===== config.mk =====
export PLATFORM = sky130hd
export DESIGN_NAME = dpi_ctrl
export DESIGN_NICKNAME = d
export VERILOG_FILES = /design/src/sv/dpi_pkg.sv /design/src/sv/dpi_ctrl.sv
export SDC_FILE = /design/constraint.sdc
export NUM_CORES = 1
export LEC_CHECK = 0
export BUFFER_PORTS_ARGS = -buffer_cell sky130_fd_sc_hd__buf_4
export CAP_MARGIN = 25
export CORE_AREA = 2 2 78 80
export CTS_CLUSTER_DIAMETER = 80
export DETAILED_ROUTE_END_ITERATION = 8
export DIE_AREA = 0 0 80 82
export GPL_TIMING_DRIVEN = 0
export MAX_ROUTING_LAYER = met4
export PLACE_DENSITY = 0.84
export SYNTH_ARGS = -nofsm -noshare
export SYNTH_HDL_FRONTEND = slang
export SYNTH_SLANG_ARGS = --single-unit

===== constraint.sdc =====
create_clock -name clk -period 7.45 [get_ports clk]
set_input_delay 0.745 -clock clk [delete_from_list [all_inputs] [get_ports clk]]
set_output_delay 0.745 -clock clk [all_outputs]
set_load 0.1 [all_outputs]

===== src/sv/dpi_pkg.sv =====
package dpi_pkg;
  localparam logic [1:0] MODE_LOAD   = 2'd0;
  localparam logic [1:0] MODE_QUERY  = 2'd1;
  localparam logic [1:0] MODE_CLEAR  = 2'd2;
  localparam logic [1:0] MODE_UNUSED = 2'd3;

  localparam logic [2:0] ST_ANSWERED = 3'd0;
  localparam logic [2:0] ST_STORED   = 3'd1;
  localparam logic [2:0] ST_FULL     = 3'd2;
  localparam logic [2:0] ST_EMPTY    = 3'd3;
  localparam logic [2:0] ST_CLEARED  = 3'd4;

  localparam int DataW = 24;
  localparam int EntryW = 72;

  // Datapath command: strobes and selects from the controller
  typedef struct packed {
    logic load_item;    // capture the input item
    logic rd_issue;     // issue memory read at rd_addr
    logic rd_capture;   // capture read data into lo (0) or hi (1) slot
    logic rd_slot;
    logic wr_shift;     // write shifted entry (from read data) at wr_addr
    logic wr_new;       // write captured item at wr_addr
    logic div_start;
    logic mul_start;
    logic out_load;     // load output register
    logic [2:0] out_status;
    logic [1:0] out_src; // 0 zero, 1 lo slot, 2 interpolation
  } dpi_cmd_t;

  typedef struct packed {
    logic div_done;
    logic mul_done;
    logic cmp_le;   // item depth <= read depth
    logic cmp_lt;   // item depth < read depth
    logic out_busy;
  } dpi_sts_t;

  localparam logic [1:0] SRC_ZERO = 2'd0;
  localparam logic [1:0] SRC_LO   = 2'd1;
  localparam logic [1:0] SRC_LERP = 2'd2;
endpackage


===== src/sv/dpi_ctrl.sv =====
module dpi_ctrl #(
  parameter int LEVELS = 64
) (
  input  logic                      clk,
  input  logic                      rst,
  input  logic                      in_valid,
  output logic                      in_ready,
  input  logic [1:0]                in_mode,
  output dpi_pkg::dpi_cmd_t         cmd,
  output logic [$clog2(LEVELS)-1:0] rd_addr,
  output logic [$clog2(LEVELS)-1:0] wr_addr,
  input  dpi_pkg::dpi_sts_t         sts,
  output logic [$clog2(LEVELS):0]   count_o
);
  localparam int AW = $clog2(LEVELS);
  localparam logic [3:0] S_IDLE = 4'd0, S_DISPATCH = 4'd1, S_RDF = 4'd2,
    S_CHKF = 4'd3, S_RDL = 4'd4, S_CHKL = 4'd5, S_SRCH = 4'd6,
    S_SRCHW = 4'd7, S_RDLO = 4'd8, S_RDLOW = 4'd9, S_DIV = 4'd10,
    S_MUL = 4'd11, S_OUT = 4'd12, S_SHRD = 4'd13, S_SHWR = 4'd14;

  logic [3:0]  state, state_next;
  logic [1:0]  mode;
  logic [AW:0] count, count_next;
  logic [AW:0] lb, ub, mid;   // binary search window [lb, ub)
  logic [AW+1:0] mid_sum;
  logic [AW:0] lb_next, ub_next;
  logic [AW:0] ptr, ptr_next;
  logic [2:0]  ost, ost_next;
  logic [1:0]  osrc, osrc_next;
  logic [1:0]  mode_next;

  assign mid_sum = {1'b0, lb} + {1'b0, ub};
  assign mid = mid_sum[AW+1:1];
  assign count_o = count;
  assign in_ready = (state == S_IDLE);

  always_ff @(posedge clk) begin
    if (rst) begin
      state <= S_IDLE;
      count <= '0;
    end else begin
      state <= state_next;
      count <= count_next;
    end
    mode <= mode_next; lb <= lb_next; ub <= ub_next; ptr <= ptr_next;
    ost <= ost_next; osrc <= osrc_next;
  end

  always_comb begin
    state_next = state; count_next = count; mode_next = mode;
    lb_next = lb; ub_next = ub; ptr_next = ptr; ost_next = ost; osrc_next = osrc;
    cmd = '0;
    rd_addr = AW'(mid);
    wr_addr = AW'(ptr);
    unique case (state)
      S_IDLE: begin
        if (in_valid && in_mode != dpi_pkg::MODE_UNUSED) begin
          cmd.load_item = 1'b1;
          mode_next = in_mode;
          state_next = S_DISPATCH;
        end
      end
      S_DISPATCH: begin
        priority if (mode == dpi_pkg::MODE_CLEAR) begin
          count_next = '0;
          ost_next = dpi_pkg::ST_CLEARED; osrc_next = dpi_pkg::SRC_ZERO;
          state_next = S_OUT;
        end else if (mode == dpi_pkg::MODE_LOAD) begin
          if (count == (AW+1)'(LEVELS)) begin
            ost_next = dpi_pkg::ST_FULL; osrc_next = dpi_pkg::SRC_ZERO;
            state_next = S_OUT;
          end else begin
            // search first entry with depth > item (upper bound)
            lb_next = '0; ub_next = count;
            state_next = S_SRCH;
          end
        end else begin
          if (count == '0) begin
            ost_next = dpi_pkg::ST_EMPTY; osrc_next = dpi_pkg::SRC_ZERO;
            state_next = S_OUT;
          end else begin
            rd_addr = '0;
            cmd.rd_issue = 1'b1;
            state_next = S_RDF;
          end
        end
      end
      S_RDF: begin
        rd_addr = '0;
        cmd.rd_capture = 1'b1; cmd.rd_slot = 1'b0;
        if (sts.cmp_le) begin
          ost_next = dpi_pkg::ST_ANSWERED; osrc_next = dpi_pkg::SRC_LO;
          state_next = S_OUT;
        end else begin
          state_next = S_CHKF;
        end
      end
      S_CHKF: begin
        rd_addr = AW'(count - 1'b1);
        state_next = S_RDL;
      end
      S_RDL: begin
        rd_addr = AW'(count - 1'b1);
        state_next = S_CHKL;
      end
      S_CHKL: begin
        rd_addr = AW'(count - 1'b1);
        if (!sts.cmp_lt) begin
          cmd.rd_capture = 1'b1; cmd.rd_slot = 1'b0;
          ost_next = dpi_pkg::ST_ANSWERED; osrc_next = dpi_pkg::SRC_LO;
          state_next = S_OUT;
        end else begin
          // lower bound search over [1, last): first depth >= item
          lb_next = (AW+1)'(1); ub_next = count - 1'b1;
          state_next = S_SRCH;
        end
      end
      S_SRCH: begin
        if (lb == ub) begin
          ptr_next = lb;
          if (mode == dpi_pkg::MODE_LOAD) begin
            ptr_next = count;
            state_next = S_SHRD;
          end else begin
            rd_addr = AW'(lb);
            state_next = S_RDLO;
          end
        end else begin
          state_next = S_SRCHW;
        end
      end
      S_SRCHW: begin
        // read data for mid is valid now
        if (mode == dpi_pkg::MODE_LOAD ? sts.cmp_lt : sts.cmp_le) ub_next = mid;
        else lb_next = mid + 1'b1;
        state_next = S_SRCH;
      end
      S_RDLO: begin
        rd_addr = AW'(ptr);
        cmd.rd_capture = 1'b1; cmd.rd_slot = 1'b1;
        ptr_next = ptr - 1'b1;
        state_next = S_RDLOW;
      end
      S_RDLOW: begin
        // lb steps past ub as a phase count: wait for the lo read, capture, divide
        rd_addr = AW'(ptr);
        if (lb == ub + (AW+1)'(2)) begin
          cmd.div_start = 1'b1;
          state_next = S_DIV;
        end else if (lb == ub + 1'b1) begin
          cmd.rd_capture = 1'b1; cmd.rd_slot = 1'b0;
          lb_next = ub + (AW+1)'(2);
        end else begin
          lb_next = ub + 1'b1;
        end
      end
      S_DIV: begin
        if (sts.div_done) begin
          cmd.mul_start = 1'b1;
          state_next = S_MUL;
        end
      end
      S_MUL: begin
        if (sts.mul_done) begin
          ost_next = dpi_pkg::ST_ANSWERED; osrc_next = dpi_pkg::SRC_LERP;
          state_next = S_OUT;
        end
      end
      S_SHRD: begin
        // shift entries up from count-1 down to lb
        if (ptr == lb) begin
          cmd.wr_new = 1'b1;
          wr_addr = AW'(lb);
          count_next = count + 1'b1;
          ost_next = dpi_pkg::ST_STORED; osrc_next = dpi_pkg::SRC_ZERO;
          state_next = S_OUT;
        end else begin
          rd_addr = AW'(ptr - 1'b1);
          state_next = S_SHWR;
        end
      end
      S_SHWR: begin
        cmd.wr_shift = 1'b1;
        wr_addr = AW'(ptr);
        ptr_next = ptr - 1'b1;
        state_next = S_SHRD;
      end
      S_OUT: begin
        if (!sts.out_busy) begin
          cmd.out_load = 1'b1;
          cmd.out_status = ost;
          cmd.out_src = osrc;
          state_next = S_IDLE;
        end
      end
      default: state_next = S_IDLE;
    endcase
  end
endmodule


======== After elaboration in Yosys (flattened, before gate mapping) ========
Cells that the tools add are included.
storage, ports and cells
  output and inout bits ................... 34
  flip-flop bits (word level) ............. 39
  logic and storage cells ................. 156
  input port bits ......................... 10
cells by class
  mux-type cells .......................... 82
  reduce and logical (&&, ||, !) cells .... 19
  equality and inequality tests ........... 40
  $add $sub $neg .......................... 7
operator list
  kind                                                  count
  two-way mux 7 bit                                     16
  two-way mux 6 bit                                     10
  case mux 4 bit (15 select lines)                      1
  two-way mux 4 bit                                     12
  case mux 6 bit (6 select lines)                       1
  inequality test 2 bit (second input constant)         17
  equality test 4 bit (second input constant)           7
  equality test 7 bit                                   4
  case mux 7 bit (2 select lines)                       2
  case mux 7 bit (4 select lines)                       1
  two-way mux 3 bit                                     9
  two-way mux 2 bit                                     12
  adder 7 x 1 -> 7 bit (second input constant)          3
  case mux 7 bit (3 select lines)                       1
  equality test 4 x 3 -> 1 bit (second input constant)  4
  case mux 3 bit (5 select lines)                       1
  two-way mux 1 bit                                     14
  AND reduction 7 bit                                   2
  subtractor 7 x 1 -> 7 bit (second input constant)     2
  case mux 2 bit (5 select lines)                       1
  adder 7 x 7 -> 8 bit                                  1
  equality test 4 x 2 -> 1 bit (second input constant)  2
  inequality test 4 bit (second input constant)         2
  case mux 2 bit (4 select lines)                       1
  19 further kinds                                      22

======== Longest topological paths before layout ========
Gate-level depths: netlist (run 1).
  depth after elaboration ................. 5
  depth in mapped cells ................... 10
  mapped depth without buffers ............ 9

======== Least setup slack after synthesis (run 1) ========
No wires, ideal clock.
  path kind ............................... register to output
  start ................................... reg lb[2]
  end ..................................... out rd_addr[0]
  cell stages (with the launch flop) ...... 8
  arrival ................................. 4,825 ps
  slack ................................... 1,880 ps
  required time ........................... 6,705 ps
  cell sequence ........................... edfxtp_1 -> buf_6 -> xor2_1 -> nor4_1 -> nand4_1 -> nor2_1 -> a2111oi_2 -> o21ai_0
on the way
  word-level cells in the longest chain between the ends .. 3
  elaborated cells between the ends (all ways) .. 5
  those cells by class .................... 2 x eq/ne; 3 x mux
RTL lines
  what                                           line                              text
  from (decl)                                    dpi_ctrl.sv:24                    logic [AW:0] lb, ub, mid;
  from (signal assigned)                         dpi_ctrl.sv:45                    mode <= mode_next; lb <= lb_next; ub <= ub_next; ptr <= ptr_next;
  equality test 7 bit, on equally long branches  dpi_ctrl.sv:171, dpi_ctrl.sv:119
  two-way mux 6 bit, on equally long branches    dpi_ctrl.sv:171, dpi_ctrl.sv:119
  case mux 6 bit (6 select lines) *              dpi_ctrl.sv:55                    unique case (state)
  to (decl)                                      dpi_ctrl.sv:10                    output logic [$clog2(LEVELS)-1:0] rd_addr,
Mark *: on every way between the ends. The rest lies on a longest branch, timed or not.

======== Worst setup path after layout (run 1) ========
  start ................................... reg lb[1]
  end ..................................... out rd_addr[1]
on the way
  word-level cells in the longest chain between the ends .. 5
  elaborated cells between the ends (all ways) .. 10
  those cells by class .................... 1 x add/sub; 2 x eq/ne; 7 x mux
RTL lines
  what                               line            text
  adder 7 x 7 -> 8 bit               dpi_ctrl.sv:32  assign mid_sum = {1'b0, lb} + {1'b0, ub};
  two-way mux 6 bit                  dpi_ctrl.sv:78  if (count == '0) begin
  two-way mux 6 bit                  dpi_ctrl.sv:68  end else if (mode == dpi_pkg::MODE_LOAD) begin
  two-way mux 6 bit                  dpi_ctrl.sv:64  priority if (mode == dpi_pkg::MODE_CLEAR) begin
  case mux 6 bit (6 select lines) *  dpi_ctrl.sv:55
Marks and branches as above.

==> results of run 1 <==
==> routing by layer <==
| metal | routed length, um | up-vias | share of wire [%] |
|---|---|---|---|
| li1 | - | 1662 | - |
| met3 | 973 | 54 | 9.1 |
| met5 | 0 | - | 0 |
| met1 | 4240 | 1676 | 39 |
| met2 | 5050 | 244 | 47 |
| met4 | 483 | 0 | 4.5 |
==> cell families (layout without fill, tap and decap cells) <==
logic type | count (synthesis) | count (layout) | synth area share (%)
AOI/OAI and AO/OA | 100 | 100 | 18.6
xor gates and xnor gates | 52 | 52 | 12.9
adders and majority gates | 14 | 14 | 5.17
muxes | 17 | 17 | 4.85
buffers and inverters | 43 | 98 | 5.49
and+or+nand+nor | 166 | 166 | 22.9
DFF | 39 | 39 | 30.0
==> state kept, by name, indices dropped and copies added, names as in the netlist <==
| signal | flops |
|---|---|
| count_o | 7 |
| lb | 7 |
| ptr | 7 |
| ub | 7 |
| state | 4 |
| ost | 3 |
| mode | 2 |
| osrc | 2 |
==> stage by stage <==
stage	std cells	hold slack, ns
3_5_place_dp	551	0.671
3_3_place_gp	549	0.662
5_1_grt	561	0.634
4_1_cts	559	0.630
2_1_floorplan	431	0.638
6_report	561	0.636
==> worst reg2reg max path, delay by kind of cell (launching register included) <==
kind / cells / cell delay, ns
AND/OR/NAND/NOR: 4 / 0.78
adder cells (fa/ha/maj): 1 / 0.28
AO/OA/AOI/OAI: 2 / 0.73
buffers and inverters: 3 / 0.72
flip-flops: 1 / 0.41
==> area by class of cell <==
type / count / area, sq um / share of cell area, %
Buffer: 29 / 141 / 3.48
Sequential cell: 39 / 1060 / 26.1
Clock inverter: 1 / 5.00 / 0.123
Multi-Input combinational cell: 349 / 2280 / 56.2
Clock buffer: 7 / 76.3 / 1.88
Tap cell: 75 / 93.8 / 2.31
Timing Repair Buffer: 47 / 350 / 8.62
Inverter: 14 / 52.6 / 1.29
==> placed cells by master (no fill, tap or decap), types with 5 or more instances in the layout <==
cell	instances
a21oi_1	27
a221oi_1	5
and2_1	9
buf_4	43
clkbuf_1	22
clkbuf_8	5
dfxtp_1	11
edfxtp_1	28
ha_1	13
inv_1	12
mux2i_1	16
nand2_1	40
nand2b_1	11
nand3_1	14
nand4_1	8
nor2_1	43
nor2b_1	6
nor3_1	16
o21ai_0	26
o22ai_1	6
xnor2_1	29
xor2_1	23
==> cell usage after synthesis (all sizes together), types with 4 or more instances <==
library cell	number
nand2b	11
xnor2	29
nor3b	4
nand2	40
a21oi	27
nor2	43
ha	13
nand3	14
clkbuf	20
o22ai	6
edfxtp	28
a221oi	5
buf	9
xor2	23
inv	12
nor3	16
mux2i	16
dfxtp	11
and2	9
nor2b	6
o21ai	27
nand4	8
a211oi	4
a2111oi	4
==> worst paths after layout <==
kind | endpoint | slack, ns
setup / recovery | rd_addr[1] | 2.96
hold / removal | mode[1]$_DFFE_PP_ | 0.64
setup reg to reg | osrc[1]$_DFFE_PP_ | 4.24
hold reg to reg | count_o[0]$_SDFFE_PP0P_ | 0.68
==> metrics.txt, run 1 <==
Die Wd=around 80 um; Hold/Removal Path Class=in -> reg; Startpoint Class=register; TNS Setup=0 ns; Core Region=0.00575 sq mm; EDFF count, synth=28; post-route minimum period=between 4 and 5 ns; CTS tree=yes; met1 GRT Util=between 40% and 50%; run status=finished, final reports clean; CTS Root Cell=clkbuf_8; met2 GRT Util=56.0%; final setup violation count=0; Yosys top cell area share=23.8%; critical path's most frequent cell=nand2_1; Mapped Area=0.00353 sq mm; DP Area=0.00397 sq mm; vias per inst=6.48; area added between synthesis and finish=15.1%; Slew @ Worst Pin=0.811 ns; largest delay contributor family on the critical path=compound AO/OA/AOI/OAI gates; post-synthesis cell count=roughly 430; top_reg_cell synth=edfxtp_1; layout net count=509; Initial Utilization=around three fifths; Reg2Reg Depth=10; share of synthesized registers carrying an async set or reset=0%; relative slew slack=45.5%; cell taking the most area after synthesis=edfxtp_1; final hold vios=0; DR iter-0 viols=between 400 and 500; Post-CTS Hold Buffers=0; Final Worst Setup Slack=2.96 ns; global-route layer with the greatest usage=met2; Die H=82 um; vias after detailed routing=approximately 3600; FP Rows=28; share of cells above drive strength 1=14.0%; vias in the first global route=3262; post-CTS resize count=0; DR WL/cell=between 15 and 20 um; Max FO, Critical Path=6; Worst EP required=between 6 and 7 ns; setup bufs post-CTS=0; hold_sp=in_mode[1]; PortBufs=43; Clock Path Buffers=2; final setup skew=about 0.011 ns; Seq/Total Area, Yosys=a little under a third; grt ovf=0; largest net degree at the start of global routing=12; I/O pin count=44; Slowest-stage cell, CP=a2111oi_2; worst skew pair latency=~0.30 ns; Critical Path AT=3.75 ns; H-tree depth reported by CTS=2; Yosys reg bits=39; crit-path max cell delay=0.70 ns; Residual DRC=0; wire length of the first global-routing pass=16400 um; unrepaired setup endpoints after global routing=no; Design Area, Final=0.00407 sq mm; Antenna Nets Post-Route=0; ANT cells=0; GP Congestion=1.02; GRT Resource Usage Total=33.9%; Place WS=3.45 ns; Synth Warn #=0; met3 GRT Util=5.27%; crit share post-route=60.3%; fmax=0.223 GHz; Crit Reg-Reg Startpoint=count_o[0]$_SDFFE_PP0P_; total wire length=10700 um; hold depth=1; Final HPWL DP=8280 um; initial antenna violation count=0; Crit Path Class=reg -> out; end-of-flow core utilization=70.8%; DIE AREA=0.00656 sq mm; Cell variety after synth=57; Post-Synthesis Net Count=455; Filler cells=about 490; final max-slew violation count=0; Setup crit end kind=primary output; drt first pass iters=5; Worst-path clk slew=0.08 ns; CP Depth=8; Sink Count=39; syn_area_per_cell=8.20 sq um; worst-path cell chain=ha_1 -> nor4_1 -> nand2_1 -> o21bai_1 -> nand2_1 -> a2111oi_2 -> o221ai_1 -> buf_4; CP bufs+invs=1; Critical Path Source=lb[1]$_DFFE_PP_; top post-synthesis cells by area=edfxtp_1 (24%), xnor2_1 (7.2%), dfxtp_1 (6.2%), xor2_1 (5.7%), ha_1 (4.6%); TritonCTS buffer count=5; max cap viols=0
Power of run 1 is left out: the tool's default activity adds up to more than one toggle a clock period on the data nets, which glitch-free logic cannot reach.
==> run 2, diff against run 1 <==
- CORE_AREA: 2 2 78 80 -> 2 2 84 86
- DIE_AREA: 0 0 80 82 -> 0 0 86 88
- PLACE_DENSITY: 0.84 -> 0.77
- clock period: 7.45 -> 4 ns (I/O delays scaled with it)
==> metrics.txt, run 2 (synthesis results as in run 1) <==
vias per inst=6.27 (-3.2%); crit share post-route=94.9%; Setup crit end kind=primary output; CTS Root Cell=clkbuf_8; CP bufs+invs=1 (unchanged); Antenna Nets Post-Route=0 (unchanged); TritonCTS buffer count=5 (unchanged); Core Region=0.00664 sq mm (+16%); Sink Count=39 (unchanged); wire length of the first global-routing pass=16700 um (+1.9%); Hold/Removal Path Class=in -> reg; Clock Path Buffers=2 (unchanged); commonest cells after routing, fill and taps aside=buf_4 (43), nor2_1 (42), nand2_1 (40), xnor2_1 (29), edfxtp_1 (28); DIE AREA=0.00757 sq mm (+15%); fmax=between 0.2 and 0.3 GHz; Filler cells=600 (+24%); max cap viols=0 (unchanged); crit-path max cell delay=0.55 ns (-0.15 ns); final setup violation count=0 (unchanged); layout net count=508 (-0.20%); DR iter-0 viols=342 (-25%); commonest non-fill, non-tap cell in the layout=buf_4; I/O pin count=44 (unchanged); post-route minimum period=3.80 ns; reg-to-reg slack, setup=0.73 ns (-3.51 ns); area occupied by multi-input gates=0.00234 sq mm (+2.6%); met3 GRT Util=3.86% (-1.4 points); largest net degree at the start of global routing=14 (+2); vias after detailed routing=3545 (-2.5%); Worst-path clk slew=0.09 ns (about the same); Worst EP required=3.60 ns (-3.10 ns); FF+latch area=0.00106 sq mm (+0.24%); Initial Utilization=53.2% (-8.3 points); unrepaired setup endpoints after global routing=no; Startpoint Class=register; relative slew slack=33.5% (-12 points); largest delay contributor family on the critical path=simple AND/OR/NAND/NOR gates; DR WL/cell=18.9 um (-1.4%); Crit Path Class=reg -> out; Post-CTS Hold Buffers=0 (unchanged); run status=finished, final reports clean; Slowest-stage cell, CP=edfxtp_1; initial antenna violation count=0 (unchanged); share of cells above drive strength 1=16.1% (+2.1 points); final max-slew violation count=0 (unchanged); final hold vios=0 (unchanged); GP Congestion=0.949 (-6.6%); Residual DRC=0 (unchanged); Critical Path AT=3.40 ns (-0.35 ns); H-tree depth reported by CTS=2 (unchanged); area added between synthesis and finish=16.8%; worst skew pair latency=0.31 ns (about the same); Final HPWL DP=8250 um (-0.40%); CTS tree=yes; met2 GRT Util=46.8% (-9.2 points); WHS=0.276 ns (-0.361 ns); Slew @ Worst Pin=0.987 ns (+0.176 ns); grt ovf=0 (unchanged); Max FO, Critical Path=6 (unchanged); final setup skew=0.00852 ns (-0.00248 ns); global-route layer with the greatest usage=met2; critical path's most frequent cell=nand2_1; setup bufs post-CTS=0 (unchanged); Die Wd=86 um (+7.5%); drt first pass iters=5 (unchanged); worst-path cell chain=ha_1 -> nor4_1 -> nand2_1 -> o21bai_1 -> nand2_1 -> a2111oi_4 -> nand2b_1 -> nand4_1 -> buf_4; met1 GRT Util=38.7% (-3.0 points); FP Rows=30 (+7.1%); ANT cells=0 (unchanged); vias in the first global route=3354 (+2.8%); GRT Resource Usage Total=29.3% (-4.6 points); Die H=88 um (+7.3%); post-CTS resize count=0 (unchanged); total wire length=10700 um (-0.68%); PortBufs=43 (unchanged)
## run 2: cell count changes in the layout (fill, tap and decap cells not counted), sizes merged
| cell | before | now |
|---|---|---|
| clkbuf | 29 | 25 |
| buf | 53 | 55 |
| inv | 12 | 14 |
| clkdlybuf4s18 | 1 | 0 |
## run 2: layout make-up
cell class              count  area share [%]
clock buffers               5            1.67
inverters                  14            1.27
flip-flops and latches     39            25.8
clock inverters             3           0.425
repair buffers             46            8.19
plain buffers              29            3.43
multi-input cells         349            56.8
well taps                  80            2.43
## run 2: routing by layer
layer	part of all wire [%]	routed length, um
met1	43	4560
met2	47	4980
met3	8.4	892
met4	2.2	231
met5	0	0
## run 2: metrics by stage
stage	instances	setup WS (ns)	utilization (%)	area [sq um]	setup TNS [ns]
floorplan	431	0.00328	-	3580	0
global placement	554	-0.232	60.3	4000	-1.62
detailed placement	556	0.407	60.5	4020	0
CTS	564	0.0608	61.8	4110	0
global route	565	0.147	62.1	4130	0
finish	565	0.205	62.1	4130	0
## run 2: path summary, 6_finish.rpt
path / start / endpoint / cells past startpoint
max: lb[1]$_DFFE_PP_ / rd_addr[2] / 9
max reg2reg: count_o[0]$_SDFFE_PP0P_ / osrc[1]$_DFFE_PP_ / 10
min: in_mode[1] / mode[1]$_DFFE_PP_ / 1
min reg2reg: count_o[0]$_SDFFE_PP0P_ / count_o[0]$_SDFFE_PP0P_ / 2
Power of run 2 is left out for the same reason.
==> run 3, diff against run 2 <==
- CORE_AREA: 2 2 84 86 -> 2 2 108 68
- DIE_AREA: 0 0 86 88 -> 0 0 110 70
- GPL_ROUTABILITY_DRIVEN: not set -> 0
==> metrics.txt, run 3 (synthesis results as in run 1) <==
Die H=70 um (-20%); Initial Utilization=51.4% (-1.8 points); CTS Root Cell=clkbuf_8; area added between synthesis and finish=17.7%; DR WL/cell=18.9 um (+0.32%); final setup skew=0.00789 ns (-0.000627 ns); Hold/Removal Path Class=in -> reg; vias in the first global route=3192 (-4.8%); crit share post-route=93.0% (-1.8 points); largest delay contributor family on the critical path=simple AND/OR/NAND/NOR gates; hold depth=1 (unchanged); Final HPWL DP=8530 um (+3.3%); reg-to-reg slack, setup=0.57 ns (-0.16 ns); critical path's most frequent cell=buf_4; worst skew pair latency=0.30 ns (about the same); final max-slew violation count=0 (unchanged); fmax=0.269 GHz (+2.0%); Sink Count=39 (unchanged); Clock Path Buffers=2 (unchanged); wire length of the first global-routing pass=17100 um (+2.4%); commonest non-fill, non-tap cell in the layout=buf_4; final hold vios=0 (unchanged); Max FO, Critical Path=6 (unchanged); relative slew slack=37.1% (+3.6 points); hold path endpoint=mode[1]$_DFFE_PP_; GRT Resource Usage Total=29.9% (+0.64 points); worst-path cell chain=ha_1 -> nor4_1 -> nand2_1 -> o21bai_1 -> nand2_1 -> a2111oi_4 -> buf_4 -> buf_4 -> o221ai_2 -> buf_4; ANT cells=0 (unchanged); FP Rows=24 (-20%); Crit Reg-Reg Startpoint=count_o[0]$_SDFFE_PP0P_; total wire length=10900 um (+2.6%); Crit Path Class=reg -> out; DR iter-0 viols=647 (+89%); grt ovf=0 (unchanged); Antenna Nets Post-Route=0 (unchanged); post-route minimum period=3.72 ns (-0.0736 ns); final std cells w/o fill=578 (+2.3%); PortBufs=43 (unchanged); TNS Setup=0 ns (unchanged); drt first pass iters=7 (+2); max cap viols=0 (unchanged); crit-path max cell delay=0.56 ns (about the same); Critical Path AT=3.32 ns (-0.08 ns); largest net degree at the start of global routing=13 (-1); Slowest-stage cell, CP=edfxtp_1; vias after detailed routing=3605 (+1.7%); I/O pin count=44 (unchanged); Filler cells=576 (-4.0%); vias per inst=6.24 (-0.59%); layout net count=510 (+0.39%); Setup crit end kind=primary output; Slew @ Worst Pin=0.934 ns (-0.0535 ns); Worst-path clk slew=0.09 ns (about the same); H-tree depth reported by CTS=2 (unchanged); CP bufs+invs=3 (+2); Post-CTS Hold Buffers=0 (unchanged); commonest cells after routing, fill and taps aside=buf_4 (45), nor2_1 (42), nand2_1 (40), xnor2_1 (29), edfxtp_1 (28); placed insts=567 (+2.0%); initial antenna violation count=0 (unchanged); CTS tree=yes; terminus of the critical flop-to-flop path=osrc[0]$_DFFE_PP_; share of cells above drive strength 1=16.2% (+0.14 points); unrepaired setup endpoints after global routing=no; end-of-flow core utilization=60.5% (-1.6 points); Startpoint Class=register; Core Region=0.00688 sq mm (+3.5%); hold_sp=in_mode[1]; Reg2Reg Depth=10 (unchanged); final setup violation count=0 (unchanged); Worst EP required=3.60 ns (about the same); DIE AREA=0.00770 sq mm (+1.7%); TritonCTS buffer count=5 (unchanged); Residual DRC=0 (unchanged); run status=finished, final reports clean; Die Wd=110 um (+28%)
==> run 3: cell count changes in the layout (fill, tap and decap cells not counted), sizes merged <==
cell,change
clkdlybuf4s15,+1
clkinvlp,+1
inv,-2
clkbuf,+2
==> run 3: per-stage QoR <==
step / area, sq um / worst slack, ns / hold slack, ns
floorplan: 3580 / 0.00328 / 0.462
global placement: 4020 / -0.191 / 0.583
detailed placement: 4040 / 0.224 / 0.588
CTS: 4140 / 0.153 / 0.274
global route: 4160 / 0.107 / 0.272
finish: 4160 / 0.278 / 0.277
==> run 3: layout make-up <==
| cell class | instances | area, sq um | area share [%] |
|---|---|---|---|
| Multi-Input combinational cell | 349 | 2340 | 56.3 |
| Sequential cell | 39 | 1060 | 25.6 |
| Timing Repair Buffer | 48 | 359 | 8.63 |
| Buffer | 29 | 141 | 3.40 |
| Tap cell | 91 | 114 | 2.74 |
| Clock buffer | 6 | 72.6 | 1.74 |
| Inverter | 14 | 52.6 | 1.26 |
| Clock inverter | 2 | 12.5 | 0.301 |
==> run 3: worst max-delay path by stage <==
stage / start / to / slack, ns / cells past startpoint
3_3_place_gp: count_o[0]$_SDFFE_PP0P_ / lb[3]$_DFFE_PP_ / -0.19 / 9
3_5_place_dp: lb[1]$_DFFE_PP_ / rd_addr[3] / 0.22 / 9
4_1_cts: lb[1]$_DFFE_PP_ / rd_addr[3] / 0.15 / 9
6_report: lb[1]$_DFFE_PP_ / rd_addr[4] / 0.28 / 10
5_1_grt: lb[1]$_DFFE_PP_ / rd_addr[3] / 0.11 / 10
2_1_floorplan: lb[2]$_DFFE_PP_ / rd_addr[0] / 0.003 / 7
==> run 3: repair_timing <==
item | CTS | global route
gates cloned | 0 | 0
resized for setup | 1 | 0
setup buffers | 0 | 2
endpoints found under the setup margin | 4 | 5
pin swaps | 0 | 1
==> run 3: metal layers <==
metal  global-route usage, %  part of all wire [%]
met1                    46.5                    44
met4                    5.06                   1.2
met5                       -                     0
met2                    38.2                    39
met3                    8.68                    15
Power of run 3 is left out for the same reason.
